## config.mk

```make
export PLATFORM = sky130hd
export DESIGN_NAME = ddm_queue
export DESIGN_NICKNAME = d
export VERILOG_FILES = /design/src/rtl/ddm_pkg.sv /design/src/rtl/ddm_queue.sv
export SDC_FILE = /design/constraint.sdc
export NUM_CORES = 1
export LEC_CHECK = 0
export BUFFER_PORTS_ARGS = -buffer_cell sky130_fd_sc_hd__buf_2
export CORE_ASPECT_RATIO = 2
export CORE_MARGIN = 4
export CORE_UTILIZATION = 30
export DETAILED_ROUTE_END_ITERATION = 10
export GPL_TIMING_DRIVEN = 0
export PLACE_DENSITY = 0.56
export SYNTH_ARGS = -nofsm -noshare
export SYNTH_HDL_FRONTEND = slang
export SYNTH_SLANG_ARGS = --single-unit
```

## constraint.sdc

```tcl
create_clock -name clk -period 3.6 [get_ports clk]
set_clock_uncertainty 0.05 [all_clocks]
set_input_delay 0.18 -clock clk [delete_from_list [all_inputs] [get_ports clk]]
set_output_delay 0.18 -clock clk [all_outputs]
set_load 0.02 [all_outputs]
```

## src/rtl/ddm_pkg.sv

```systemverilog
// Shared package for the differential drive mixer: field widths, reset values,
// sign codes, register indexes and the structs passed between blocks.
// No dependencies.
`timescale 1ns / 1ps
`default_nettype none

package ddm_pkg;

  // Field and register widths
  localparam int CMD_W        = 16;
  localparam int FIELD_W      = 10;
  localparam int TRIM_W       = 15;
  localparam int CFG_IDX_W    = 2;
  localparam int CFG_DATA_W   = 15;
  localparam int PWM_BITS_DEF = 10;

  // Mixing arithmetic
  localparam int ONE_Q14_SHIFT = 14;
  localparam int FRAC_Q28      = 28;
  localparam int TRIM_FRAC     = 14;
  localparam int PROD_W        = 2 * CMD_W + 1;       // y * (1 +- x), signed
  localparam int MAG_W         = 31;                  // largest magnitude < 2^31
  localparam int Q_BITS        = FRAC_Q28 + 1;        // quotient up to 1.0 in Q28
  localparam int DIFF_W        = FIELD_W + 1;         // pwm_max - pwm_min, signed
  localparam int MAP_W         = DIFF_W + MAG_W + 1;  // diff * magnitude, signed
  localparam int SUM_W         = 18;                  // mapped duty before clamp

  localparam logic [MAG_W-1:0]        MAG_ONE = MAG_W'(1) << FRAC_Q28;
  localparam logic signed [CMD_W:0]   ONE_Q14 = (CMD_W + 1)'(1 << ONE_Q14_SHIFT);

  // Queue between front and back
  localparam int QUEUE_DEPTH = 4;
  localparam int QPTR_W      = $clog2(QUEUE_DEPTH);

  // Register reset values
  localparam logic [FIELD_W-1:0] PWM_MIN_RST   = FIELD_W'(0);
  localparam logic [FIELD_W-1:0] PWM_MAX_RST   = FIELD_W'(1023);
  localparam logic [TRIM_W-1:0]  LEFT_TRIM_RST = TRIM_W'(16384);

  // Register indexes on the configuration channel
  typedef enum logic [CFG_IDX_W-1:0] {
    CFG_PWM_MIN   = 2'd0,
    CFG_PWM_MAX   = 2'd1,
    CFG_LEFT_TRIM = 2'd2
  } cfg_idx_t;

  // Sign of a mixed motor value
  typedef enum logic [1:0] {
    SGN_ZERO = 2'd0,
    SGN_POS  = 2'd1,
    SGN_NEG  = 2'd2
  } sgn_t;

  typedef struct packed {
    logic [FIELD_W-1:0] pwm_min;
    logic [FIELD_W-1:0] pwm_max;
    logic [TRIM_W-1:0]  left_trim;
  } cfg_t;

  // One classified command as it sits in the queue
  typedef struct packed {
    logic [MAG_W-1:0] mag_r;
    logic [MAG_W-1:0] mag_l;
    sgn_t             sgn_r;
    sgn_t             sgn_l;
    logic             norm;   // scale both magnitudes by the larger one
    logic             r_big;  // right magnitude is the larger one
  } mix_t;

  typedef struct packed {
    logic full;
    logic empty;
  } q_status_t;

endpackage

`default_nettype wire

```

## src/rtl/ddm_queue.sv

```systemverilog
// Small FIFO of classified commands between the front and the back end.
// Depends on ddm_pkg.
`timescale 1ns / 1ps
`default_nettype none

module ddm_queue import ddm_pkg::*; (
  input  logic      clk,
  input  logic      rst,
  input  logic      push,
  input  mix_t      push_ent,
  input  logic      pop,
  output mix_t      head,
  output q_status_t q_stat
);

  mix_t              slots [QUEUE_DEPTH];
  logic [QPTR_W-1:0] wr_ptr;
  logic [QPTR_W-1:0] rd_ptr;
  logic [QPTR_W:0]   count;

  assign q_stat.full  = (count == (QPTR_W + 1)'(QUEUE_DEPTH));
  assign q_stat.empty = (count == '0);
  assign head         = slots[rd_ptr];

  // Pointers and fill count
  always_ff @(posedge clk) begin
    if (rst) begin
      wr_ptr <= '0;
      rd_ptr <= '0;
      count  <= '0;
    end else begin
      if (push) begin
        wr_ptr <= wr_ptr + 1'b1;
      end
      if (pop) begin
        rd_ptr <= rd_ptr + 1'b1;
      end
      if (push && !pop) begin
        count <= count + 1'b1;
      end else if (pop && !push) begin
        count <= count - 1'b1;
      end
    end
  end

  always_ff @(posedge clk) begin
    if (push) begin
      slots[wr_ptr] <= push_ent;
    end
  end

endmodule

`default_nettype wire

```

==> results.sh <==
export IMPL_p_total_mw=7.35
export IMPL_drcViolationCount=0
export IMPL_initial_utilization=0.304
export IMPL_routed_via_count=4859
export IMPL_globalRouteMet3Util=0.0186
export IMPL_critPathCaptureType="primary output"
export IMPL_rsz0062_at_grt="false"
export IMPL_cp_top_family="buffers and inverters"
export IMPL_fin_crit_ns=2.42
export IMPL_postSynthAreaPerCell_sq_um=25.7
export IMPL_dp_cells=980
export IMPL_fp_dieW_microns=139
export IMPL_cp_common_cell="buf_2"
export IMPL_viasPerCell=4.42
export IMPL_use_met1=0.119
export IMPL_max_slew_worst_pin_slew_ns=0.673
export IMPL_power_leakage_nw=4.45
export IMPL_ys_seq_elements=281
export IMPL_boundaryPins=142
export IMPL_postRouteAntennaNets=0
export IMPL_antenna_found_initial=3
export IMPL_cp_max_fo=10
export IMPL_clk_path_buf_depth=3
export IMPL_period_share=0.671
export IMPL_numPortBuffers=140
export IMPL_synth_cell_types=22
export IMPL_numCtsBuffers=24
export IMPL_grt_usage=0.111
export IMPL_syn_inst=400
export IMPL_dieHeight_microns=270
export IMPL_cts_root_buf="clkbuf_16"
export IMPL_dieArea_sq_um=37400
export IMPL_core_rowCount=95
export IMPL_final_cell_mix="272 x edfxtp_1, 144 x buf_2, 72 x dlygate4sd3_1, 68 x mux4_2, 25 x clkbuf_16"
export IMPL_first_iter_violations=195
export IMPL_grt_max_degree=41
export IMPL_powerDensity_nw_per_um2=558
export IMPL_gr_usage_met2=0.212
export IMPL_area_growth_synth_to_final_pct=28.4
export IMPL_final_common_cell="edfxtp_1"
export IMPL_cp_buffers_inverters=4
export IMPL_synth_top_area_share=0.796
export IMPL_hold_class="in2reg"
export IMPL_critical_path_class="reg2out"
export IMPL_maxSlewViolCount=0
export IMPL_dpl_hpwl_microns=13300
export IMPL_crit_chain="buf_2 -> buf_2 -> buf_2 -> mux4_2 -> buf_2"
export IMPL_drt_wl_total_microns=20800
export IMPL_cp_slowest_cell="mux4_2"
export IMPL_slowest_delay_ns=0.37
export IMPL_slew_headroom=0.551
export IMPL_synth_nets=478
export IMPL_syn_area_sq_um=10300
export IMPL_cp_arrival_ns=2.19
export IMPL_status="finished clean"
export IMPL_layout_nets=720
export IMPL_yosys_warnings=0
export IMPL_path_clk_slew_ns=0.07
export IMPL_setup_violations=0
export IMPL_first_pass_iters=4
export IMPL_critPathLaunchType="flop"
export IMPL_gp_congestion=0.689
export IMPL_grt_pass1_vias=5607
export IMPL_hold_viol_final=0
export IMPL_cts_sinks=281
export IMPL_max_freq_mhz=414
export IMPL_grt_overflow=0
export IMPL_clk_latency_ns=0.53
export IMPL_num_fill_cells=3087
export IMPL_wire_per_inst_microns=18.9
export IMPL_synthTopCellsByArea="edfxtp_1 80%, mux4_2 15%, dfxtp_1 1.8%"
export IMPL_peakVddDrop_v=0.000435
export IMPL_core_area_sq_um=33800
export IMPL_top_usage_layer="met2"
export IMPL_drive_above_1_share=0.398
export IMPL_cts_tree="yes"
export IMPL_worstPathRequired_ns=3.37
export IMPL_finalNonFillerCells=1099
export IMPL_drv_cap=0
export IMPL_synth_seq_area_share=0.813
export IMPL_htree_levels=1
export IMPL_grt_pass1_wl_microns=32100
export IMPL_yosysTopAreaCell="edfxtp_1"
export IMPL_fin_hold_ws_ns=0.354
==> timing repair <==
item / CTS / global route
hold endpoints to repair: 281 / 0
setup buffers: 0 / 0
resized for setup: 0 / 0
hold buffers: 72 / 0
==> cells by family after synthesis <==
kind of cell	after synthesis	share of synthesized area
DFF	281	0.813
muxes	70	0.151
buffers and inverters	21	0.0151
and+or+nand+nor	15	0.00719
adders and majority gates	6	0.00804
xor gates and xnor gates	5	0.00427
AOI/OAI and AO/OA	2	0.000974
==> layout make-up <==
type	count	area [sq um]	area share
sequential	281	8350	0.634
multi-input combinational	98	1770	0.134
timing repair buffer	216	1530	0.116
clock buffer	30	644	0.0489
tap	436	546	0.0414
clock inverter	14	174	0.0132
buffer	17	140	0.0106
inverter	4	15.0	0.00114
antenna	3	7.51	0.000570
==> state kept, by name (all words and copies together) (netlist names), named ones only <==
signal	flops
count	3
rd_ptr	2
slots	272
wr_ptr	2
==> power by group <==
group          internal, mW  leakage [nW]  switching (mW)
registers              3.75          2.57          0.0393
clock network          1.56         0.393            1.11
logic                 0.394          1.48           0.495
total                  5.71          4.45            1.64
==> cells in the mapped netlist (all sizes together) <==
cell type    n
a21oi        1
and2         4
buf         12
clkbuf       5
dfxtp        9
edfxtp     272
fa           1
ha           5
inv          4
mux2i        2
mux4        68
nand2        1
nor2         7
nor3         1
nor3b        1
o21ai        1
or3          1
xnor2        2
xor2         3
==> layer usage <==
metal | vias to the layer above | wire length [microns] | part of all wire
met3 | 28 | 867 | 0.042
met2 | 109 | 11800 | 0.57
met5 | - | 0 | 0
li1 | 2184 | - | -
met1 | 2538 | 7520 | 0.36
met4 | 0 | 656 | 0.032
==> worst reg2reg max path: stages, from the launching register on <==
cell	delay (ns)
dfxtp_1	0.35
inv_1	0.10
ha_1	0.16
and2_4	0.45
buf_16	0.32
==> path summary, 6_finish.rpt <==
check	start	end	slack, ns	depth (start not counted)
worst max-delay path	flop	head[48]	1.18	5
worst min-delay path	push_ent[9]	slots[2][9]	0.35	2
worst min register to register	count[2]	count[2]	0.47	2
worst max register to register	wr_ptr[0]	slots[0][50]	1.80	4
==> per-stage QoR <==
stage | setup TNS (ns) | setup WS (ns) | instance area, sq um | utilization
3_3_place_gp | -70.06 | -0.278 | 11500 | 0.341
4_1_cts | 0 | 1.09 | 13200 | 0.390
5_1_grt | 0 | 1.01 | 13200 | 0.390
3_5_place_dp | 0 | 1.67 | 11600 | 0.345
2_1_floorplan | 0 | 0.979 | 10300 | -
6_report | 0 | 1.18 | 13200 | 0.390
(Power assumes the default switching activity.)
