`config.mk`:
```
export PLATFORM = sky130hd
export DESIGN_NAME = ddm_front_flat
export DESIGN_NICKNAME = d
export VERILOG_FILES = /design/src/rtl/ddm_pkg.sv /design/src/rtl/ddm_ifs.sv /design/src/rtl/ddm_front.sv /design/src/flat_wrapper.sv
export SDC_FILE = /design/constraint.sdc
export NUM_CORES = 2
export LEC_CHECK = 0
export ABC_AREA = 1
export CAP_MARGIN = 20
export CORE_MARGIN = 3
export CORE_UTILIZATION = 37
export CTS_BUF_LIST = sky130_fd_sc_hd__clkbuf_8
export DETAILED_ROUTE_END_ITERATION = 12
export DONT_BUFFER_PORTS = 1
export RECOVER_POWER = 50
export SYNTH_ARGS = -nofsm -noshare
export SYNTH_HDL_FRONTEND = slang
export SYNTH_SLANG_ARGS = --single-unit
export TNS_END_PERCENT = 10
```
`constraint.sdc`:
```
create_clock -name clk -period 11.3 [get_ports clk]
set_input_delay 0 -clock clk [delete_from_list [all_inputs] [get_ports clk]]
set_output_delay 0 -clock clk [all_outputs]
set_load 0.03 [all_outputs]
```
`src/rtl/ddm_pkg.sv`:
```
// Shared package for the differential drive mixer: field widths, reset values,
// sign codes, register indexes and the structs passed between blocks.
// No dependencies.
`timescale 1ns / 1ps
`default_nettype none

package ddm_pkg;

  // Field and register widths
  localparam int CMD_W        = 16;
  localparam int FIELD_W      = 10;
  localparam int TRIM_W       = 15;
  localparam int CFG_IDX_W    = 2;
  localparam int CFG_DATA_W   = 15;
  localparam int PWM_BITS_DEF = 10;

  // Mixing arithmetic
  localparam int ONE_Q14_SHIFT = 14;
  localparam int FRAC_Q28      = 28;
  localparam int TRIM_FRAC     = 14;
  localparam int PROD_W        = 2 * CMD_W + 1;       // y * (1 +- x), signed
  localparam int MAG_W         = 31;                  // largest magnitude < 2^31
  localparam int Q_BITS        = FRAC_Q28 + 1;        // quotient up to 1.0 in Q28
  localparam int DIFF_W        = FIELD_W + 1;         // pwm_max - pwm_min, signed
  localparam int MAP_W         = DIFF_W + MAG_W + 1;  // diff * magnitude, signed
  localparam int SUM_W         = 18;                  // mapped duty before clamp

  localparam logic [MAG_W-1:0]        MAG_ONE = MAG_W'(1) << FRAC_Q28;
  localparam logic signed [CMD_W:0]   ONE_Q14 = (CMD_W + 1)'(1 << ONE_Q14_SHIFT);

  // Queue between front and back
  localparam int QUEUE_DEPTH = 4;
  localparam int QPTR_W      = $clog2(QUEUE_DEPTH);

  // Register reset values
  localparam logic [FIELD_W-1:0] PWM_MIN_RST   = FIELD_W'(0);
  localparam logic [FIELD_W-1:0] PWM_MAX_RST   = FIELD_W'(1023);
  localparam logic [TRIM_W-1:0]  LEFT_TRIM_RST = TRIM_W'(16384);

  // Register indexes on the configuration channel
  typedef enum logic [CFG_IDX_W-1:0] {
    CFG_PWM_MIN   = 2'd0,
    CFG_PWM_MAX   = 2'd1,
    CFG_LEFT_TRIM = 2'd2
  } cfg_idx_t;

  // Sign of a mixed motor value
  typedef enum logic [1:0] {
    SGN_ZERO = 2'd0,
    SGN_POS  = 2'd1,
    SGN_NEG  = 2'd2
  } sgn_t;

  typedef struct packed {
    logic [FIELD_W-1:0] pwm_min;
    logic [FIELD_W-1:0] pwm_max;
    logic [TRIM_W-1:0]  left_trim;
  } cfg_t;

  // One classified command as it sits in the queue
  typedef struct packed {
    logic [MAG_W-1:0] mag_r;
    logic [MAG_W-1:0] mag_l;
    sgn_t             sgn_r;
    sgn_t             sgn_l;
    logic             norm;   // scale both magnitudes by the larger one
    logic             r_big;  // right magnitude is the larger one
  } mix_t;

  typedef struct packed {
    logic full;
    logic empty;
  } q_status_t;

endpackage

`default_nettype wire

```
`src/rtl/ddm_ifs.sv`:
```
// Valid/ready channel interfaces: drive command in, pin duties out, and the
// configuration write channel. Depends on ddm_pkg.
`timescale 1ns / 1ps
`default_nettype none

interface ddm_cmd_if import ddm_pkg::*; ();
  logic                    valid;
  logic                    ready;
  logic signed [CMD_W-1:0] speed_y;
  logic signed [CMD_W-1:0] turn_x;

  modport source (output valid, speed_y, turn_x, input ready);
  modport sink   (input valid, speed_y, turn_x, output ready);
endinterface


`default_nettype wire

```
`src/rtl/ddm_front.sv`:
```
// Front end: accepts drive commands, forms the mixed products and classifies
// each command (signs, magnitudes, normalize flag) for the queue.
// Depends on ddm_pkg and ddm_ifs.
`timescale 1ns / 1ps
`default_nettype none

module ddm_front import ddm_pkg::*; (
  input  logic      clk,
  input  logic      rst,
  ddm_cmd_if.sink   cmd,
  input  q_status_t q_stat,
  output logic      push,
  output mix_t      push_ent
);

  logic                     f_vld;
  logic                     f_spin;
  logic signed [PROD_W-1:0] f_r;
  logic signed [PROD_W-1:0] f_l;

  logic                     accept;
  logic                     spin;
  logic signed [CMD_W:0]    x_m;
  logic signed [CMD_W:0]    x_p;
  logic signed [PROD_W-1:0] y_ext;
  logic signed [PROD_W-1:0] x_sh;
  logic signed [PROD_W-1:0] mul_r;
  logic signed [PROD_W-1:0] mul_l;

  logic [PROD_W-1:0] abs_r;
  logic [PROD_W-1:0] abs_l;
  logic [MAG_W-1:0]  mag_r;
  logic [MAG_W-1:0]  mag_l;
  logic              r_big;
  logic [MAG_W-1:0]  mag_max;

  function automatic sgn_t sign_of(input logic signed [PROD_W-1:0] v);
    sgn_t s;
    if (v == '0) begin
      s = SGN_ZERO;
    end else if (v[PROD_W-1]) begin
      s = SGN_NEG;
    end else begin
      s = SGN_POS;
    end
    return s;
  endfunction

  // Handshake: hold the staged command while the queue is full
  assign accept    = cmd.valid && cmd.ready;
  assign cmd.ready = !f_vld || !q_stat.full;
  assign push      = f_vld && !q_stat.full;

  // Mixed products y*(1-x), y*(1+x); spin in place uses +-x in Q28
  assign spin  = (cmd.speed_y == '0);
  assign x_m   = ONE_Q14 - (CMD_W + 1)'(cmd.turn_x);
  assign x_p   = ONE_Q14 + (CMD_W + 1)'(cmd.turn_x);
  assign y_ext = PROD_W'(cmd.speed_y);
  assign mul_r = y_ext * PROD_W'(x_m);
  assign mul_l = y_ext * PROD_W'(x_p);
  assign x_sh  = PROD_W'(cmd.turn_x) <<< ONE_Q14_SHIFT;

  always_ff @(posedge clk) begin
    if (rst) begin
      f_vld <= 1'b0;
    end else if (accept) begin
      f_vld <= 1'b1;
    end else if (push) begin
      f_vld <= 1'b0;
    end
  end

  always_ff @(posedge clk) begin
    if (accept) begin
      f_spin <= spin;
      f_r    <= spin ? -x_sh : mul_r;
      f_l    <= spin ? x_sh : mul_l;
    end
  end

  // Classification of the staged command
  assign abs_r   = f_r[PROD_W-1] ? PROD_W'(-f_r) : PROD_W'(f_r);
  assign abs_l   = f_l[PROD_W-1] ? PROD_W'(-f_l) : PROD_W'(f_l);
  assign mag_r   = abs_r[MAG_W-1:0];
  assign mag_l   = abs_l[MAG_W-1:0];
  assign r_big   = (mag_r >= mag_l);
  assign mag_max = r_big ? mag_r : mag_l;

  always_comb begin
    push_ent       = '0;
    push_ent.mag_r = mag_r;
    push_ent.mag_l = mag_l;
    push_ent.sgn_r = sign_of(f_r);
    push_ent.sgn_l = sign_of(f_l);
    push_ent.norm  = !f_spin && (mag_max > MAG_ONE);
    push_ent.r_big = r_big;
  end

endmodule

`default_nettype wire

```
`src/flat_wrapper.sv`:
```
// flat-port wrapper written by rule: the top's interface ports become plain ports
module ddm_front_flat import ddm_pkg::*;
  (clk, rst, q_stat, push, push_ent, cmd_valid, cmd_speed_y, cmd_turn_x, cmd_ready);
  ddm_cmd_if cmd_i ();
  input  logic clk;
  input  logic rst;
  input  q_status_t q_stat;
  output logic push;
  output mix_t push_ent;
  input wire logic [$bits(cmd_i.valid)-1:0] cmd_valid;
  input wire logic [$bits(cmd_i.speed_y)-1:0] cmd_speed_y;
  input wire logic [$bits(cmd_i.turn_x)-1:0] cmd_turn_x;
  output wire logic [$bits(cmd_i.ready)-1:0] cmd_ready;
  assign cmd_i.valid = cmd_valid;
  assign cmd_i.speed_y = cmd_speed_y;
  assign cmd_i.turn_x = cmd_turn_x;
  assign cmd_ready = cmd_i.ready;
  ddm_front u_core (.clk(clk), .rst(rst), .cmd(cmd_i), .q_stat(q_stat), .push(push), .push_ent(push_ent));
endmodule
```
==> impl_metrics.yaml <==
final_layout:
  area_growth_pct: 3.965
  nNetsFinal: 4259
  drive_gt1_share_pct: 1.757
  final_cell_mix: "inv_1, nand2_1, fa_1"
  diodes: 0
  mostFrequentLayoutCell: "inv_1"
route:
  via_per_inst: 4.950
  ant_nets: 0
  drt-total-wl_um: 76750
  dr_total_vias: 21890
  drt-pass1-iter-count: 6
  drc_errors: 0
  drtIter0Drc: 1518
  wl_per_cell_um: 17.36
clock_tree:
  cts_tree: "yes"
  cts_buffer_depth: 2
  cts_root_buf: "clkbuf_8"
  ctsHtreeMaxLevel: 3
  clk_pin_slew_ns: 0.07
  numCtsBuffers: 9
  post_cts_resized: 0
  clock_latency_ns: 0.36
  cts_sinks: 67
setup_path:
  cp_max_fo: 18
  cpPeakStageDelay_ns: 0.59
  cpMostUsedCell: "inv_1"
  arrival_ns: 7.52
  slowest_stage: "and2_1"
  cp-start-kind: "input pin"
  path_buf_inv: 7
  cp_top_family: "adder cells"
  cp-end-kind: "register"
  cp_data_required_time_ns: 11.37
  crit_type: "input pin to register"
grt:
  gr-total-overflow: 0
  antenna_found_initial: 3
  first_global_vias: 22550
  grt_start_max_net_pins: 67
  grt_pass1_wl_um: 123600
  gr-usage-all-layers_pct: 20.39
sta:
  clock_skew_ns: 0.005902
  clock.fmax_ghz: 0.1342
  final.setup.tns_ns: 0
  finalMaxSlewViolations: 202
  tightestPinTransition_ns: 3.320
  fin_hold_ws_ns: 0.08444
  fin_crit_ns: 7.451
  finalCritPeriodShare_pct: 65.94
  setup_violations: 0
  timing_hold_violations_final: 0
  slew_headroom_pct: -121.3
  rsz0062_at_grt: "false"
logic_synthesis:
  ys_async_sr_fraction_pct: 0
  ys_types: 54
  syn_area_per_cell_um2: 7.655
  synth_edf_count: 66
  yosysWarnings: 0
  yosysSeqAreaShare_pct: 7.369
  syn_inst: 3549
  syn_nets: 4342
  syn_area_um2: 27170
  synth_seq_cells: 67
  synthFlopType: "edfxtp_1"
run:
  max_cap_violations: 4
floorplanning:
  die_area_um2: 76710
  start_util_pct: 37.68
  die_y_um: 277.0
  core_um2: 72100
  row_count: 98
  pin_count: 107
  die-width_um: 277.0
outcome:
  status: "complete, but fails checks"
  violations: "max-capacitance violations, max-slew violations"
min_path:
  hold_class: "input pin to register"
placement:
  gp_congestion: 0.9241
  dp_hpwl_um: 63390
  io_buffers: 0
worst register-to-register path: cells and delay by family (launching register included):
kind | cells | cell delay, ns
flops | 1 | 0.34
buf+inv | 1 | 2.32
compound gates | 1 | 0.11
cell type report:
type                       count  area, µm²
clock buffer                   9      123.9
clock inverter                 7      42.54
fill                        7588      43860
inverter                     960       3610
multi-input combinational   2402      21070
sequential                    67       2002
tap                          950       1189
timing repair buffer          26      203.9
metal layers:
layer	vias to the layer above	GRT usage, %	share of wire (%)
met2	756	32.70	45
li1	10230	-	-
met3	95	3.996	8.4
met4	2	4.809	2.1
met5	-	0	0.017
met1	10800	28.47	44
what timing repair did:
item,in CTS,in global routing
setup buffers,0,0
hold buffers,14,0
setup endpoints to repair,0,0
endpoints found under the hold margin,13,0
final timing paths:
kind | start | end | slack [ns] | cells past startpoint
worst max-delay path | cmd_turn_x[0] | u_core.f_r[27]$_DFFE_PP_ | 3.85 | 33
worst min-delay path | cmd_turn_x[1] | u_core.f_l[1]$_SDFFCE_PP0P_ | 0.08 | 5
worst max register to register | u_core.f_vld$_SDFFE_PP0P_ | u_core.f_r[15]$_DFFE_PP_ | 7.97 | 2
worst min register to register | u_core.f_vld$_SDFFE_PP0P_ | u_core.f_vld$_SDFFE_PP0P_ | 1.29 | 3
cells in the mapped netlist (13+ instances only):
cell type / instances / area [µm²]
or2_2: 17 / 106.4
nand2_1: 795 / 2984
nand3_1: 95 / 475.5
inv_1: 952 / 3573
edfxtp_1: 66 / 1982
fa_1: 552 / 11050
a21o_1: 13 / 97.59
nand4_1: 27 / 168.9
nand3b_1: 19 / 142.6
o21ai_0: 105 / 525.5
nor3_1: 19 / 95.09
xor2_1: 32 / 280.3
ha_1: 204 / 2552
xnor2_1: 33 / 289.0
o21bai_1: 14 / 105.1
a21oi_1: 94 / 470.5
nor2_1: 313 / 1175
clkbuf_1: 92 / 345.3
sequential cells by signal (all words and copies together) (netlist names):
register	cells
u_core.f_l	33
u_core.f_r	32
u_core.f_vld	1
u_core.f_spin	1
logic make-up (layout without fill, tap and decap cells):
kind of cell             count (synthesis)  count (layout)  share of synthesized area, %
AO/OA/AOI/OAI                          268             268                         5.568
XOR/XNOR                                65              65                         2.096
adder cells (fa/ha/maj)                756             756                         50.07
buffers and inverters                 1080            1002                         15.10
flip-flops                              67              67                         7.369
AND/OR/NAND/NOR                       1313            1313                         19.79
metrics by stage:
stage | area (µm²) | std cells | utilization, % | worst slack, ns
4_1_cts | 28270 | 4421 | 39.21 | 4.115
2_1_floorplan | 27170 | 3549 | - | 4.632
3_3_place_gp | 27970 | 4391 | 38.79 | 3.736
3_5_place_dp | 27970 | 4391 | 38.79 | 3.729
5_1_grt | 28240 | 4421 | 39.17 | 3.551
6_report | 28240 | 4421 | 39.17 | 3.849
Power is not shown: default switching activity piles up to over one toggle a cycle in this logic, so the estimate is an artifact.
